**config.mk**
```make
export PLATFORM = sky130hd
export DESIGN_NAME = display_screen_rotation_sequencer_unit
export DESIGN_NICKNAME = d
export VERILOG_FILES = /design/src/hw/rtl/dsrs_pkg.sv /design/src/hw/rtl/dsrs_cfg_regs.sv /design/src/hw/rtl/dsrs_core.sv /design/src/hw/rtl/display_screen_rotation_sequencer_unit.sv
export SDC_FILE = /design/constraint.sdc
export NUM_CORES = 1
export LEC_CHECK = 0
export BUFFER_PORTS_ARGS = -buffer_cell sky130_fd_sc_hd__buf_2
export CAP_MARGIN = 20
export CORE_ASPECT_RATIO = 1.2
export CORE_MARGIN = 2
export CORE_UTILIZATION = 50
export CTS_CLUSTER_SIZE = 12
export DETAILED_ROUTE_END_ITERATION = 6
export PLACE_DENSITY = 0.65
export RECOVER_POWER = 25
export SYNTH_ARGS = -nofsm -noshare
export SYNTH_HDL_FRONTEND = slang
export SYNTH_SLANG_ARGS = --single-unit
```
**constraint.sdc**
```tcl
create_clock -name clk -period 35.1 [get_ports clk]
set_input_delay 0 -clock clk [delete_from_list [all_inputs] [get_ports clk]]
set_output_delay 0 -clock clk [all_outputs]
set_load 0.02 [all_outputs]
```
**src/hw/rtl/dsrs_pkg.sv**
```systemverilog
// dsrs_pkg: shared types and constants of the display screen rotation sequencer
// holds item, result and register-file types, command codes and reset values
// no dependencies
package dsrs_pkg;

  localparam int unsigned NUM_REGS = 7;
  localparam int unsigned CFG_IDX_W = 3;

  typedef enum logic [2:0] {
    KIND_POLL       = 3'd0,
    KIND_SET_SCREEN = 3'd1,
    KIND_SET_AUTO   = 3'd2,
    KIND_SET_DEST   = 3'd3,
    KIND_SET_CONG   = 3'd4
  } kind_t;

  typedef enum logic [CFG_IDX_W-1:0] {
    REG_DASH_DWELL    = 3'd0,
    REG_GAS_DWELL     = 3'd1,
    REG_CLIMATE_DWELL = 3'd2,
    REG_GUIDE_TOGGLE  = 3'd3,
    REG_TRAIN_SHOW    = 3'd4,
    REG_TRAIN_REDRAW  = 3'd5,
    REG_IDLE_REDRAW   = 3'd6
  } reg_idx_t;

  localparam logic [1:0] SCR_DASH    = 2'd0;
  localparam logic [1:0] SCR_GAS     = 2'd1;
  localparam logic [1:0] SCR_CLIMATE = 2'd2;
  localparam logic [1:0] SCR_TRAIN   = 2'd3;

  localparam logic [1:0] DEST_NONE = 2'd0;
  localparam logic [7:0] DEST_MAX  = 8'd2;
  localparam logic [7:0] SCR_MAX   = 8'd3;

  localparam logic [15:0] DASH_DWELL_RST    = 16'd10000;
  localparam logic [15:0] GAS_DWELL_RST     = 16'd5000;
  localparam logic [15:0] CLIMATE_DWELL_RST = 16'd5000;
  localparam logic [15:0] GUIDE_TOGGLE_RST  = 16'd2000;
  localparam logic [15:0] TRAIN_SHOW_RST    = 16'd10000;
  localparam logic [15:0] TRAIN_REDRAW_RST  = 16'd120;
  localparam logic [15:0] IDLE_REDRAW_RST   = 16'd5000;
  localparam logic [15:0] LEVELS_RST        = 16'd6226;

  typedef struct packed {
    logic [15:0] dash_dwell;
    logic [15:0] gas_dwell;
    logic [15:0] climate_dwell;
    logic [15:0] guide_toggle;
    logic [15:0] train_show;
    logic [15:0] train_redraw;
    logic [15:0] idle_redraw;
  } cfg_t;

  typedef struct packed {
    logic [2:0]  kind;
    logic [31:0] now_ms;
    logic [7:0]  value;
    logic [15:0] congestion;
  } item_t;

  typedef struct packed {
    logic              clear_display;
    logic              draw;
    logic [1:0]        screen;
    logic              guide_mode;
    logic [1:0]        train_dest;
    logic signed [3:0] text_offset;
    logic [15:0]       congestion_out;
    logic              play_guide;
  } result_t;

  // wrapping interval check
  function automatic logic elapsed(input logic [31:0] now, input logic [31:0] since,
                                   input logic [15:0] period);
    logic [31:0] diff;
    diff = now - since;
    return diff >= {16'd0, period};
  endfunction

endpackage

```
**src/hw/rtl/dsrs_cfg_regs.sv**
```systemverilog
// dsrs_cfg_regs: the seven interval registers and their write port
// depends on dsrs_pkg
module dsrs_cfg_regs
  import dsrs_pkg::*;
(
  input  logic                 clk,
  input  logic                 rst_n,
  input  logic                 wr_en,
  input  logic [CFG_IDX_W-1:0] wr_index,
  input  logic [15:0]          wr_data,
  output cfg_t                 cfg
);

  cfg_t cfg_r;
  cfg_t cfg_nxt;

  always_comb begin
    cfg_nxt = cfg_r;
    if (wr_en) begin
      unique case (wr_index)
        REG_DASH_DWELL:    cfg_nxt.dash_dwell    = wr_data;
        REG_GAS_DWELL:     cfg_nxt.gas_dwell     = wr_data;
        REG_CLIMATE_DWELL: cfg_nxt.climate_dwell = wr_data;
        REG_GUIDE_TOGGLE:  cfg_nxt.guide_toggle  = wr_data;
        REG_TRAIN_SHOW:    cfg_nxt.train_show    = wr_data;
        REG_TRAIN_REDRAW:  cfg_nxt.train_redraw  = wr_data;
        REG_IDLE_REDRAW:   cfg_nxt.idle_redraw   = wr_data;
        default:           cfg_nxt = cfg_r;
      endcase
    end
  end

  always_ff @(posedge clk) begin
    if (!rst_n) begin
      cfg_r.dash_dwell    <= DASH_DWELL_RST;
      cfg_r.gas_dwell     <= GAS_DWELL_RST;
      cfg_r.climate_dwell <= CLIMATE_DWELL_RST;
      cfg_r.guide_toggle  <= GUIDE_TOGGLE_RST;
      cfg_r.train_show    <= TRAIN_SHOW_RST;
      cfg_r.train_redraw  <= TRAIN_REDRAW_RST;
      cfg_r.idle_redraw   <= IDLE_REDRAW_RST;
    end else begin
      cfg_r <= cfg_nxt;
    end
  end

  assign cfg = cfg_r;

endmodule

```
**src/hw/rtl/dsrs_core.sv**
```systemverilog
// dsrs_core: sequencer state and the single-pass update for one request
// depends on dsrs_pkg
module dsrs_core
  import dsrs_pkg::*;
#(
  parameter int OFFSET_SWING = 6
)
(
  input  logic    clk,
  input  logic    rst_n,
  input  logic    commit,
  input  item_t   item,
  input  cfg_t    cfg,
  output result_t res
);

  localparam logic signed [4:0] SWING_POS = 5'(OFFSET_SWING);
  localparam logic signed [4:0] SWING_NEG = -5'(OFFSET_SWING);

  logic [1:0]        cur_screen_r, cur_screen_nxt;
  logic              auto_on_r, auto_on_nxt;
  logic              guide_state_r, guide_state_nxt;
  logic              dirty_flag_r, dirty_flag_nxt;
  logic              train_on_r, train_on_nxt;
  logic [1:0]        dest_id_r, dest_id_nxt;
  logic signed [3:0] offset_now_r, offset_now_nxt;
  logic              offset_step_down_r, offset_step_down_nxt;
  logic [31:0]       refresh_stamp_r, refresh_stamp_nxt;
  logic [31:0]       switch_stamp_r, switch_stamp_nxt;
  logic [31:0]       toggle_stamp_r, toggle_stamp_nxt;
  logic [31:0]       train_stamp_r, train_stamp_nxt;
  logic [15:0]       levels_r, levels_nxt;

  logic              clr;
  logic              draw;
  logic              play;
  logic              changed;
  logic [15:0]       stay;
  logic [15:0]       period;
  logic [1:0]        dest;
  logic signed [4:0] off_step;
  logic              kind_known;

  always_comb begin
    cur_screen_nxt       = cur_screen_r;
    auto_on_nxt          = auto_on_r;
    guide_state_nxt      = guide_state_r;
    dirty_flag_nxt       = dirty_flag_r;
    train_on_nxt         = train_on_r;
    dest_id_nxt          = dest_id_r;
    offset_now_nxt       = offset_now_r;
    offset_step_down_nxt = offset_step_down_r;
    refresh_stamp_nxt    = refresh_stamp_r;
    switch_stamp_nxt     = switch_stamp_r;
    toggle_stamp_nxt     = toggle_stamp_r;
    train_stamp_nxt      = train_stamp_r;
    levels_nxt           = levels_r;
    clr                  = 1'b0;
    draw                 = 1'b0;
    play                 = 1'b0;
    changed              = 1'b0;
    stay                 = cfg.climate_dwell;
    period               = cfg.idle_redraw;
    dest                 = DEST_NONE;
    off_step             = '0;
    kind_known           = 1'b1;

    unique case (item.kind)
      KIND_POLL: begin
        if (train_on_r) begin
          if (cur_screen_nxt != SCR_TRAIN) begin
            clr               = 1'b1;
            cur_screen_nxt    = SCR_TRAIN;
            changed           = 1'b1;
            switch_stamp_nxt  = item.now_ms;
            refresh_stamp_nxt = '0;
          end
          if (elapsed(item.now_ms, train_stamp_r, cfg.train_show)) begin
            train_on_nxt = 1'b0;
            if (auto_on_r) begin
              clr              = 1'b1;
              cur_screen_nxt   = SCR_DASH;
              dirty_flag_nxt   = 1'b1;
              guide_state_nxt  = 1'b0;
              toggle_stamp_nxt = item.now_ms;
              switch_stamp_nxt = item.now_ms;
              changed          = 1'b1;
            end
          end
        end
        // rotation
        priority if (cur_screen_nxt == SCR_DASH) begin
          stay = cfg.dash_dwell;
        end else if (cur_screen_nxt == SCR_GAS) begin
          stay = cfg.gas_dwell;
        end else begin
          stay = cfg.climate_dwell;
        end
        if (auto_on_r && cur_screen_nxt != SCR_TRAIN &&
            elapsed(item.now_ms, switch_stamp_nxt, stay)) begin
          clr              = 1'b1;
          switch_stamp_nxt = item.now_ms;
          changed          = 1'b1;
          if (cur_screen_nxt == SCR_CLIMATE) begin
            cur_screen_nxt   = SCR_DASH;
            dirty_flag_nxt   = 1'b1;
            guide_state_nxt  = 1'b0;
            toggle_stamp_nxt = item.now_ms;
            play             = 1'b1;
          end else begin
            cur_screen_nxt = cur_screen_nxt + 2'd1;
          end
        end
        // guide toggle
        if (cur_screen_nxt == SCR_DASH &&
            elapsed(item.now_ms, toggle_stamp_nxt, cfg.guide_toggle)) begin
          guide_state_nxt  = ~guide_state_nxt;
          toggle_stamp_nxt = item.now_ms;
          dirty_flag_nxt   = 1'b1;
        end
        period = (cur_screen_nxt == SCR_TRAIN) ? cfg.train_redraw : cfg.idle_redraw;
        draw = changed || (cur_screen_nxt == SCR_DASH && dirty_flag_nxt) ||
               elapsed(item.now_ms, refresh_stamp_nxt, period);
        if (draw) begin
          if (cur_screen_nxt == SCR_DASH) begin
            dirty_flag_nxt = 1'b0;
          end else if (cur_screen_nxt == SCR_TRAIN) begin
            // bounce the text offset
            off_step = offset_step_down_r ? (5'(offset_now_r) - 5'sd1)
                                          : (5'(offset_now_r) + 5'sd1);
            priority if (off_step >= SWING_POS) begin
              offset_now_nxt       = 4'(SWING_POS);
              offset_step_down_nxt = 1'b1;
            end else if (off_step <= SWING_NEG) begin
              offset_now_nxt       = 4'(SWING_NEG);
              offset_step_down_nxt = 1'b0;
            end else begin
              offset_now_nxt = 4'(off_step);
            end
          end
          refresh_stamp_nxt = item.now_ms;
        end
      end
      KIND_SET_SCREEN: begin
        if (item.value <= SCR_MAX) begin
          clr               = 1'b1;
          cur_screen_nxt    = item.value[1:0];
          switch_stamp_nxt  = item.now_ms;
          refresh_stamp_nxt = '0;
        end
      end
      KIND_SET_AUTO: begin
        auto_on_nxt = (item.value != 8'd0);
        if (auto_on_nxt) begin
          cur_screen_nxt   = SCR_DASH;
          dirty_flag_nxt   = 1'b1;
          guide_state_nxt  = 1'b0;
          toggle_stamp_nxt = item.now_ms;
        end
        clr               = 1'b1;
        switch_stamp_nxt  = item.now_ms;
        refresh_stamp_nxt = '0;
      end
      KIND_SET_DEST: begin
        dest        = (item.value > DEST_MAX) ? DEST_NONE : item.value[1:0];
        dest_id_nxt = dest;
        if (dest != DEST_NONE) begin
          train_on_nxt         = 1'b1;
          train_stamp_nxt      = item.now_ms;
          offset_now_nxt       = '0;
          offset_step_down_nxt = 1'b0;
        end else begin
          train_on_nxt = 1'b0;
        end
        if (cur_screen_r == SCR_TRAIN) begin
          refresh_stamp_nxt = '0;
        end
      end
      KIND_SET_CONG: begin
        if (item.congestion != levels_r) begin
          dirty_flag_nxt = 1'b1;
        end
        levels_nxt = item.congestion;
      end
      default: begin
        kind_known = 1'b0;
      end
    endcase
  end

  // offset shown is the pre-step value, or the fresh one after a destination write
  always_comb begin
    res.clear_display  = clr & kind_known;
    res.draw           = draw;
    res.screen         = cur_screen_nxt;
    res.guide_mode     = guide_state_nxt;
    res.train_dest     = dest_id_nxt;
    res.text_offset    = (item.kind == KIND_SET_DEST) ? offset_now_nxt : offset_now_r;
    res.congestion_out = levels_nxt;
    res.play_guide     = play;
  end

  always_ff @(posedge clk) begin
    if (!rst_n) begin
      cur_screen_r       <= SCR_DASH;
      auto_on_r          <= 1'b1;
      guide_state_r      <= 1'b0;
      dirty_flag_r       <= 1'b1;
      train_on_r         <= 1'b0;
      dest_id_r          <= DEST_NONE;
      offset_now_r       <= '0;
      offset_step_down_r <= 1'b0;
      refresh_stamp_r    <= '0;
      switch_stamp_r     <= '0;
      toggle_stamp_r     <= '0;
      train_stamp_r      <= '0;
      levels_r           <= LEVELS_RST;
    end else if (commit) begin
      cur_screen_r       <= cur_screen_nxt;
      auto_on_r          <= auto_on_nxt;
      guide_state_r      <= guide_state_nxt;
      dirty_flag_r       <= dirty_flag_nxt;
      train_on_r         <= train_on_nxt;
      dest_id_r          <= dest_id_nxt;
      offset_now_r       <= offset_now_nxt;
      offset_step_down_r <= offset_step_down_nxt;
      refresh_stamp_r    <= refresh_stamp_nxt;
      switch_stamp_r     <= switch_stamp_nxt;
      toggle_stamp_r     <= toggle_stamp_nxt;
      train_stamp_r      <= train_stamp_nxt;
      levels_r           <= levels_nxt;
    end
  end

endmodule

```
**src/hw/rtl/display_screen_rotation_sequencer_unit.sv**
```systemverilog
// Screen sequencer for a matrix display. Each request (poll or command with a
// millisecond timestamp) produces exactly one result with clear, draw and audio
// cue flags plus the current screen state. Throughput is one request per clock
// while the result register is free or being taken: a request accepted into the input
// register passes the single-pass update logic and is offered from the result
// register. A stalled result holds the request behind it.
// Interval registers are written through the cfg port, which is always ready.
// depends on dsrs_pkg, dsrs_cfg_regs, dsrs_core
module display_screen_rotation_sequencer_unit
  import dsrs_pkg::*;
#(
  parameter int OFFSET_SWING = 6
)
(
  input  logic                 clk,
  input  logic                 rst_n,
  input  logic                 in_valid,
  output logic                 in_ready,
  input  logic [2:0]           in_kind,
  input  logic [31:0]          in_now_ms,
  input  logic [7:0]           in_value,
  input  logic [15:0]          in_congestion,
  output logic                 out_valid,
  input  logic                 out_ready,
  output logic                 out_clear_display,
  output logic                 out_draw,
  output logic [1:0]           out_screen,
  output logic                 out_guide_mode,
  output logic [1:0]           out_train_dest,
  output logic signed [3:0]    out_text_offset,
  output logic [15:0]          out_congestion_out,
  output logic                 out_play_guide,
  input  logic                 cfg_valid,
  output logic                 cfg_ready,
  input  logic [CFG_IDX_W-1:0] cfg_index,
  input  logic [15:0]          cfg_wdata
);

  logic    in_valid_r;
  item_t   in_item_r;
  logic    out_valid_r;
  result_t out_res_r;
  logic    advance;
  cfg_t    cfg;
  result_t res;

  assign advance   = in_valid_r && (!out_valid_r || out_ready);
  assign in_ready  = !in_valid_r || advance;
  assign cfg_ready = 1'b1;

  dsrs_cfg_regs u_cfg (
    .clk      (clk),
    .rst_n    (rst_n),
    .wr_en    (cfg_valid),
    .wr_index (cfg_index),
    .wr_data  (cfg_wdata),
    .cfg      (cfg)
  );

  dsrs_core #(
    .OFFSET_SWING (OFFSET_SWING)
  ) u_core (
    .clk    (clk),
    .rst_n  (rst_n),
    .commit (advance),
    .item   (in_item_r),
    .cfg    (cfg),
    .res    (res)
  );

  always_ff @(posedge clk) begin
    if (!rst_n) begin
      in_valid_r  <= 1'b0;
      out_valid_r <= 1'b0;
    end else begin
      if (in_ready) begin
        in_valid_r <= in_valid;
      end
      if (advance) begin
        out_valid_r <= 1'b1;
      end else if (out_ready) begin
        out_valid_r <= 1'b0;
      end
    end
  end

  always_ff @(posedge clk) begin
    if (in_valid && in_ready) begin
      in_item_r.kind       <= in_kind;
      in_item_r.now_ms     <= in_now_ms;
      in_item_r.value      <= in_value;
      in_item_r.congestion <= in_congestion;
    end
    if (advance) begin
      out_res_r <= res;
    end
  end

  assign out_valid          = out_valid_r;
  assign out_clear_display  = out_res_r.clear_display;
  assign out_draw           = out_res_r.draw;
  assign out_screen         = out_res_r.screen;
  assign out_guide_mode     = out_res_r.guide_mode;
  assign out_train_dest     = out_res_r.train_dest;
  assign out_text_offset    = out_res_r.text_offset;
  assign out_congestion_out = out_res_r.congestion_out;
  assign out_play_guide     = out_res_r.play_guide;

endmodule

```
Word level (Yosys, flattened, before mapping)
Cells that the tools add are included.
{ "op_classes": {"addsub": 7, "multipliers": 0, "div_mod_pow": 0, "n_lt_le_gt_ge": 8, "eq_ne": 26, "n_shift": 0, "muxes": 95, "n_bitwise": 2, "reduce_logical": 41} }
{ "op_table": {"columns": ["op", "count"], "rows": [
  ["$mux 32", 21],
  ["$ge 32x16->1", 4],
  ["$pmux 32 s4", 1],
  ["$sub 32x32->32", 4],
  ["$pmux 32 s3", 1],
  ["$mux 16", 5],
  ["$pmux 32 s2", 1],
  ["$mux 1", 39],
  ["$mux 4", 7],
  ["$mux 2", 12],
  ["$reduce_and 2->1", 10],
  ["$ne 16x16->1", 1],
  ["$ne 2x1->1 const B", 7],
  ["$eq 3x2->1 const B", 4],
  ["$eq 3x3->1 const B", 4],
  ["$reduce_and 3->1", 3],
  ["$gt 8x2->1 const B", 1],
  ["$le 8x2->1 const B", 1],
  ["$pmux 4 s2", 1],
  ["$reduce_and 4->1", 2],
  ["$reduce_bool 2->1", 4],
  ["$reduce_bool 8->1", 1],
  ["$reduce_and 7->1", 1],
  ["$eq 2x2->1 const B", 3],
  ["other kinds (23)", 41]
]} }
{ "totals": {"regBits": 358, "latchBits": 0, "ram_bits": 0, "mem_bits_ro": 0, "output_inout_bits": 31, "word_cells": 213, "memories": 0} }

Logic depth before layout (Yosys ltp)
{ "logic_depth": {"word_depth": 25, "depth_mapped": 82, "ltp_nobuf": 77} }

By module
Synthesis repeated with hierarchy kept, for this count alone.
{ "hier_totals": {"cells_unflattened": 2808, "hier_area_um2": 24237.0} }
{ "modules_own_cells": {"columns": ["module", "n_inst", "cells_per_inst", "area_each_um2", "seq_area_each_um2"], "rows": [
  ["dsrs_core", 1, 2306, 17249.0, 3143.0],
  ["dsrs_cfg_regs", 1, 404, 4260.3, 2242.2],
  ["display_screen_rotation_sequencer_unit", 1, 98, 2727.6, 2652.5]
]} }

Least setup slack after synthesis
Ideal clock, no wire load.
{ "synth_timing": {"kind": "reg2reg", "from": "register in_item_r[30] in the netlist's numbering", "to": "register u_core.refresh_stamp_r[10]", "setup_time_ps": 117, "arrival_time_ps": 14582, "path_slack_ps": 20402, "stages_incl_launch_ff": 80, "path_buffers": 9, "path_cell_list": "edfxtp_1 -> ha_1 -> a211oi_1 -> o21ai_0 -> o311a_1 -> o21a_1 -> nor2_1 -> xnor2_1 -> ha_1 -> a21oi_1 -> o21ai_0 -> a211oi_1 -> nor3_1 -> nor3_1 -> o2111a_1 -> o2111a_1 -> a31o_2 -> clkbuf_1 -> [44 not listed] -> o21ai_0 -> xor2_1 -> ha_1 -> a21o_1 -> a2111oi_0 -> o21ai_0 -> nor3_1 -> o211ai_1 -> a41oi_1 -> o21ai_0 -> mux2i_1 -> o211ai_1 -> nor4_2 -> a21oi_1 -> o21ba_1 -> clkbuf_1 -> buf_2 -> a22o_1"} }
{ "synth_between": {"elab_chain_len": 23, "word_cells_on_any_way": 54, "cone_classes": "5 x add/sub; 4 x order compare; 4 x eq/ne; 33 x mux; 8 x reduce/logical"} }
{ "synth_lines": {"columns": ["element", "line", "rtl"], "rows": [
  ["from (decl)", "display_screen_rotation_sequencer_unit.sv:40", "item_t in_item_r;"],
  ["parallel branches: the longest is 20 deep, another holds $sub 32x32->32", null, null],
  ["$logic_or 1x1->1 (*)", "dsrs_core.sv:122", "draw = changed || (cur_screen_nxt == SCR_DASH && dirty_flag_nxt) ||"],
  ["$mux 32 (*)", "dsrs_core.sv:124", "if (draw) begin"],
  ["$pmux 32 s4 (*)", "dsrs_core.sv:68", "unique case (item.kind)"],
  ["to (signal assigned)", "dsrs_core.sv:227", "refresh_stamp_r <= refresh_stamp_nxt;"],
  ["to (decl)", "dsrs_core.sv:28", "logic [31:0] refresh_stamp_r, refresh_stamp_nxt;"]
]} }
Every way passes the cells marked *. The select of a mux whose other input is x is not followed.
A chain may end at the register's enable or synchronous reset.

Final worst setup path
{ "layout_timing": {"from": "register in_item_r[30] in the netlist's numbering", "to": "register u_core.toggle_stamp_r[13]"} }
{ "layout_between": {"elab_chain_len": 18, "word_cells_on_any_way": 37, "cone_classes": "4 x add/sub; 3 x order compare; 3 x eq/ne; 22 x mux; 5 x reduce/logical"} }
{ "layout_lines": {"columns": ["element", "line", "rtl"], "rows": [
  ["parallel branches: the longest is 16 deep, another holds $sub 32x32->32", null, null],
  ["$mux 32 (*)", "dsrs_core.sv:115", "if (cur_screen_nxt == SCR_DASH &&"],
  ["$pmux 32 s2 (*)", "dsrs_core.sv:68", null],
  ["to (signal assigned)", "dsrs_core.sv:229", "toggle_stamp_r <= toggle_stamp_nxt;"],
  ["to (decl)", "dsrs_core.sv:30", "logic [31:0] toggle_stamp_r, toggle_stamp_nxt;"]
]} }
Marked as above.

==> results.sh <==
export IMPL_outcome="finished with violations"
export IMPL_violations="negative hold slack, max-capacitance violations, max-slew violations"
export IMPL_grt_pass1_wl_um=120100
export IMPL_worst_path_largest_cell_delay_ns=0.75
export IMPL_ys_seq_area_share_pct=32.99
export IMPL_post_drt_via_cell_ratio=5.983
export IMPL_wl_um=77680
export IMPL_synthTopCellsByCount="nand2_1, dfxtp_1, ha_1, a21oi_1, a21boi_0"
export IMPL_max_slew_worst_pin_slew_ns=3.453
export IMPL_total_power_uw=1147
export IMPL_drv_cap=2
export IMPL_place_gp_congestion=0.9612
export IMPL_pwr_share_clk_pct=39.3
export IMPL_cts_buffers=42
export IMPL_fin_worst_skew_ns=0.02760
export IMPL_die_w_um=205.5
export IMPL_end_kind="register"
export IMPL_ys_ff_latch=358
export IMPL_p_leak_uw=0.01049
export IMPL_ctsLongestPathBuffers=3
export IMPL_nFillCells=4427
export IMPL_track_usage_pct=30.29
export IMPL_netlist_area_um2=24370
export IMPL_synth_cells=2950
export IMPL_clk_pin_slew_ns=0.06
export IMPL_antenna_found_initial=1
export IMPL_cts_root_buffer="clkbuf_16"
export IMPL_drc_errors=0
export IMPL_syn_area_per_cell_um2=8.260
export IMPL_crit_required_ns=35.51
export IMPL_dieArea_um2=50520
export IMPL_post_cts_buffers=0
export IMPL_min_period_ns=16.92
export IMPL_final_nets=3361
export IMPL_cts_sinks=358
export IMPL_final_layout_size_suffix_gt1_share_pct=8.082
export IMPL_yosysWarnings=0
export IMPL_rows=88
export IMPL_pin_count=114
export IMPL_yosysTopAreaCellShare_pct=22.26
export IMPL_gr_total_overflow=0
export IMPL_whs_ns=-0.01117
export IMPL_path_max_fanout=32
export IMPL_maxSlewViolCount=157
export IMPL_clock_latency_ns=0.59
export IMPL_relSlewSlack_pct=-130.2
export IMPL_ys_flop_type="dfxtp_1"
export IMPL_synth_edf_count=87
export IMPL_first_global_vias=21460
export IMPL_yosys_area_top_type="dfxtp_1"
export IMPL_fmax_mhz=59.11
export IMPL_h_tree_depth=2
export IMPL_syn_to_final_growth_pct=13.52
export IMPL_hp_class="in -> reg"
export IMPL_drtIter0Drc=1627
export IMPL_vias=22430
export IMPL_synth_area_top_cells="dfxtp_1, edfxtp_1, nand2_1"
export IMPL_core_um2=48120
export IMPL_place_hpwl_um=56580
export IMPL_worst_ir_drop_vdd_mv=0.03691
export IMPL_synth_async_reset_ratio_pct=0
export IMPL_synthMostInstantiatedCell="nand2_1"
export IMPL_finalSetupViolCount=0
export IMPL_firstDrtPassIters=6
export IMPL_hold_viol_final=3
export IMPL_syn_nets=3225
export IMPL_grt_max_degree=121
export IMPL_worstPathArrival_ns=17.32
export IMPL_start_kind="register"
export IMPL_p_sw_share_pct=30.81
export IMPL_p_int_uw=794.0
export IMPL_wl_per_cell_um=20.72
export IMPL_synth_cell_type_count=100
export IMPL_initial_utilization_pct=50.64
export IMPL_setup_tns_ns=0
export IMPL_port_buffers=112
export IMPL_slowest_stage="o311a_2"
export IMPL_fin_crit_sh_pct=48.20
export IMPL_crit_type="reg -> reg"
export IMPL_cts_tree="built"
export IMPL_rsz0062_at_grt="no"
export IMPL_detail_route_antenna_nets=0
export IMPL_combPwrFrac_pct=21.8
export IMPL_power_net_switching_uw=353.5
export IMPL_seqPwrFrac_pct=38.9
export IMPL_power_density_nw_per_um2=41.48
export IMPL_dieHeight_um=245.8
-- per-layer routing --
layer / vias to the layer above / part of all wire, % / GRT usage, %
met5: - / 0.023 / 0
met4: 2 / 3.6 / 10.62
met3: 143 / 5.0 / 3.127
met2: 638 / 47 / 51.05
met1: 10830 / 44 / 40.17
li1: 10820 / - / -
-- sequential cells by signal, indices dropped and copies added, names as in the netlist, 2 cells and up --
name                    cells
u_cfg.cfg                 112
in_item_r                  59
u_core.refresh_stamp_r     32
u_core.switch_stamp_r      32
u_core.toggle_stamp_r      32
u_core.train_stamp_r       32
out_congestion_out         16
u_core.levels_r            16
out_text_offset             4
u_core.offset_now_r         4
out_screen                  2
out_train_dest              2
u_core.cur_screen_r         2
u_core.dest_id_r            2
-- worst max-delay path, delay by kind of cell (launching register included) --
family / cells / cell delay (ns)
compound gates: 40 / 8.71
simple gates: 15 / 2.87
fa+ha+maj: 6 / 1.96
buf+inv: 4 / 1.11
mux: 5 / 0.97
flops: 1 / 0.58
xor+xnor: 3 / 0.47
-- cell type report --
cell class	count	area [um^2]	share of cell area, %
inverters	113	424.2	1.533
diodes	1	2.502	0.009047
multi-input cells	2335	15360	55.53
clock inverters	14	181.4	0.6559
clock buffers	62	1229	4.442
flip-flops and latches	358	8038	29.06
well taps	630	788.3	2.850
repair buffers	236	1639	5.925
-- cells in the final DEF, fill, tap and decap left out, types with 33 or more instances in the layout --
master / count
nor2b_1: 36
nor3_1: 46
edfxtp_1: 87
o21ai_0: 116
nor2_1: 146
a21oi_1: 162
nand2_1: 623
buf_4: 43
clkbuf_1: 53
ha_1: 187
xnor2_1: 65
inv_1: 112
clkbuf_16: 44
a21o_1: 70
nand2b_1: 33
buf_2: 71
dlygate4sd3_1: 79
a21boi_0: 160
nand3_1: 68
dfxtp_1: 271
a22o_1: 37
mux2i_1: 113
-- kinds of logic (layout without fill, tap and decap cells) --
logic type / count (synthesis) / in the layout / share of synthesized area, %
AND/OR/NAND/NOR: 1100 / 1100 / 20.41
AO/OA/AOI/OAI: 808 / 808 / 23.15
flip-flops: 358 / 358 / 32.99
buffers and inverters: 257 / 425 / 4.205
adder cells (fa/ha/maj): 196 / 196 / 10.18
multiplexers: 134 / 134 / 5.612
XOR/XNOR: 96 / 96 / 3.451
other: 1 / 2 / 0.01539
-- final timing paths --
path | slack (ns) | startpoint | depth (start not counted) | end
setup / recovery | 18.18 | in_item_r[30] | 73 | u_core.toggle_stamp_r[13]
hold / removal | -0.01 | cfg_index[2] | 5 | u_cfg.cfg[13]
setup reg to reg | 18.18 | in_item_r[30] | 73 | u_core.toggle_stamp_r[13]
hold reg to reg | 0.46 | u_core.toggle_stamp_r[19] | 2 | u_core.toggle_stamp_r[19]
-- power by group through the flow --
| stage | clock network, uW | registers (uW) | logic (uW) |
|---|---|---|---|
| detailed placement | 0 | 455 | 238 |
| floorplan | 0 | 454 | 166 |
| global placement | 0 | 454 | 236 |
| finish | 451 | 446 | 250 |
| global route | 474 | 447 | 274 |
| CTS | 459 | 446 | 247 |
-- metrics by stage --
step / setup slack [ns] / cell area [um^2] / std cells / hold slack [ns] / util, %
after global routing: 16.92 / 27660 / 3748 / 0.04871 / 57.48
after CTS: 18.34 / 27710 / 3747 / 0.01770 / 57.59
after detailed placement: 18.46 / 25510 / 3592 / 0.1781 / 53.01
after global placement: 19.02 / 25510 / 3592 / 0.1761 / 53.01
after floorplan: 20.40 / 24370 / 2950 / 0.09887 / -
final: 18.18 / 27660 / 3749 / -0.01117 / 57.49
-- what timing repair did --
item,4_1_cts,5_1_grt
endpoints found under the hold margin,223,0
hold buffers,79,0
resized for setup,0,0
Power figures use the tool's default switching activity.
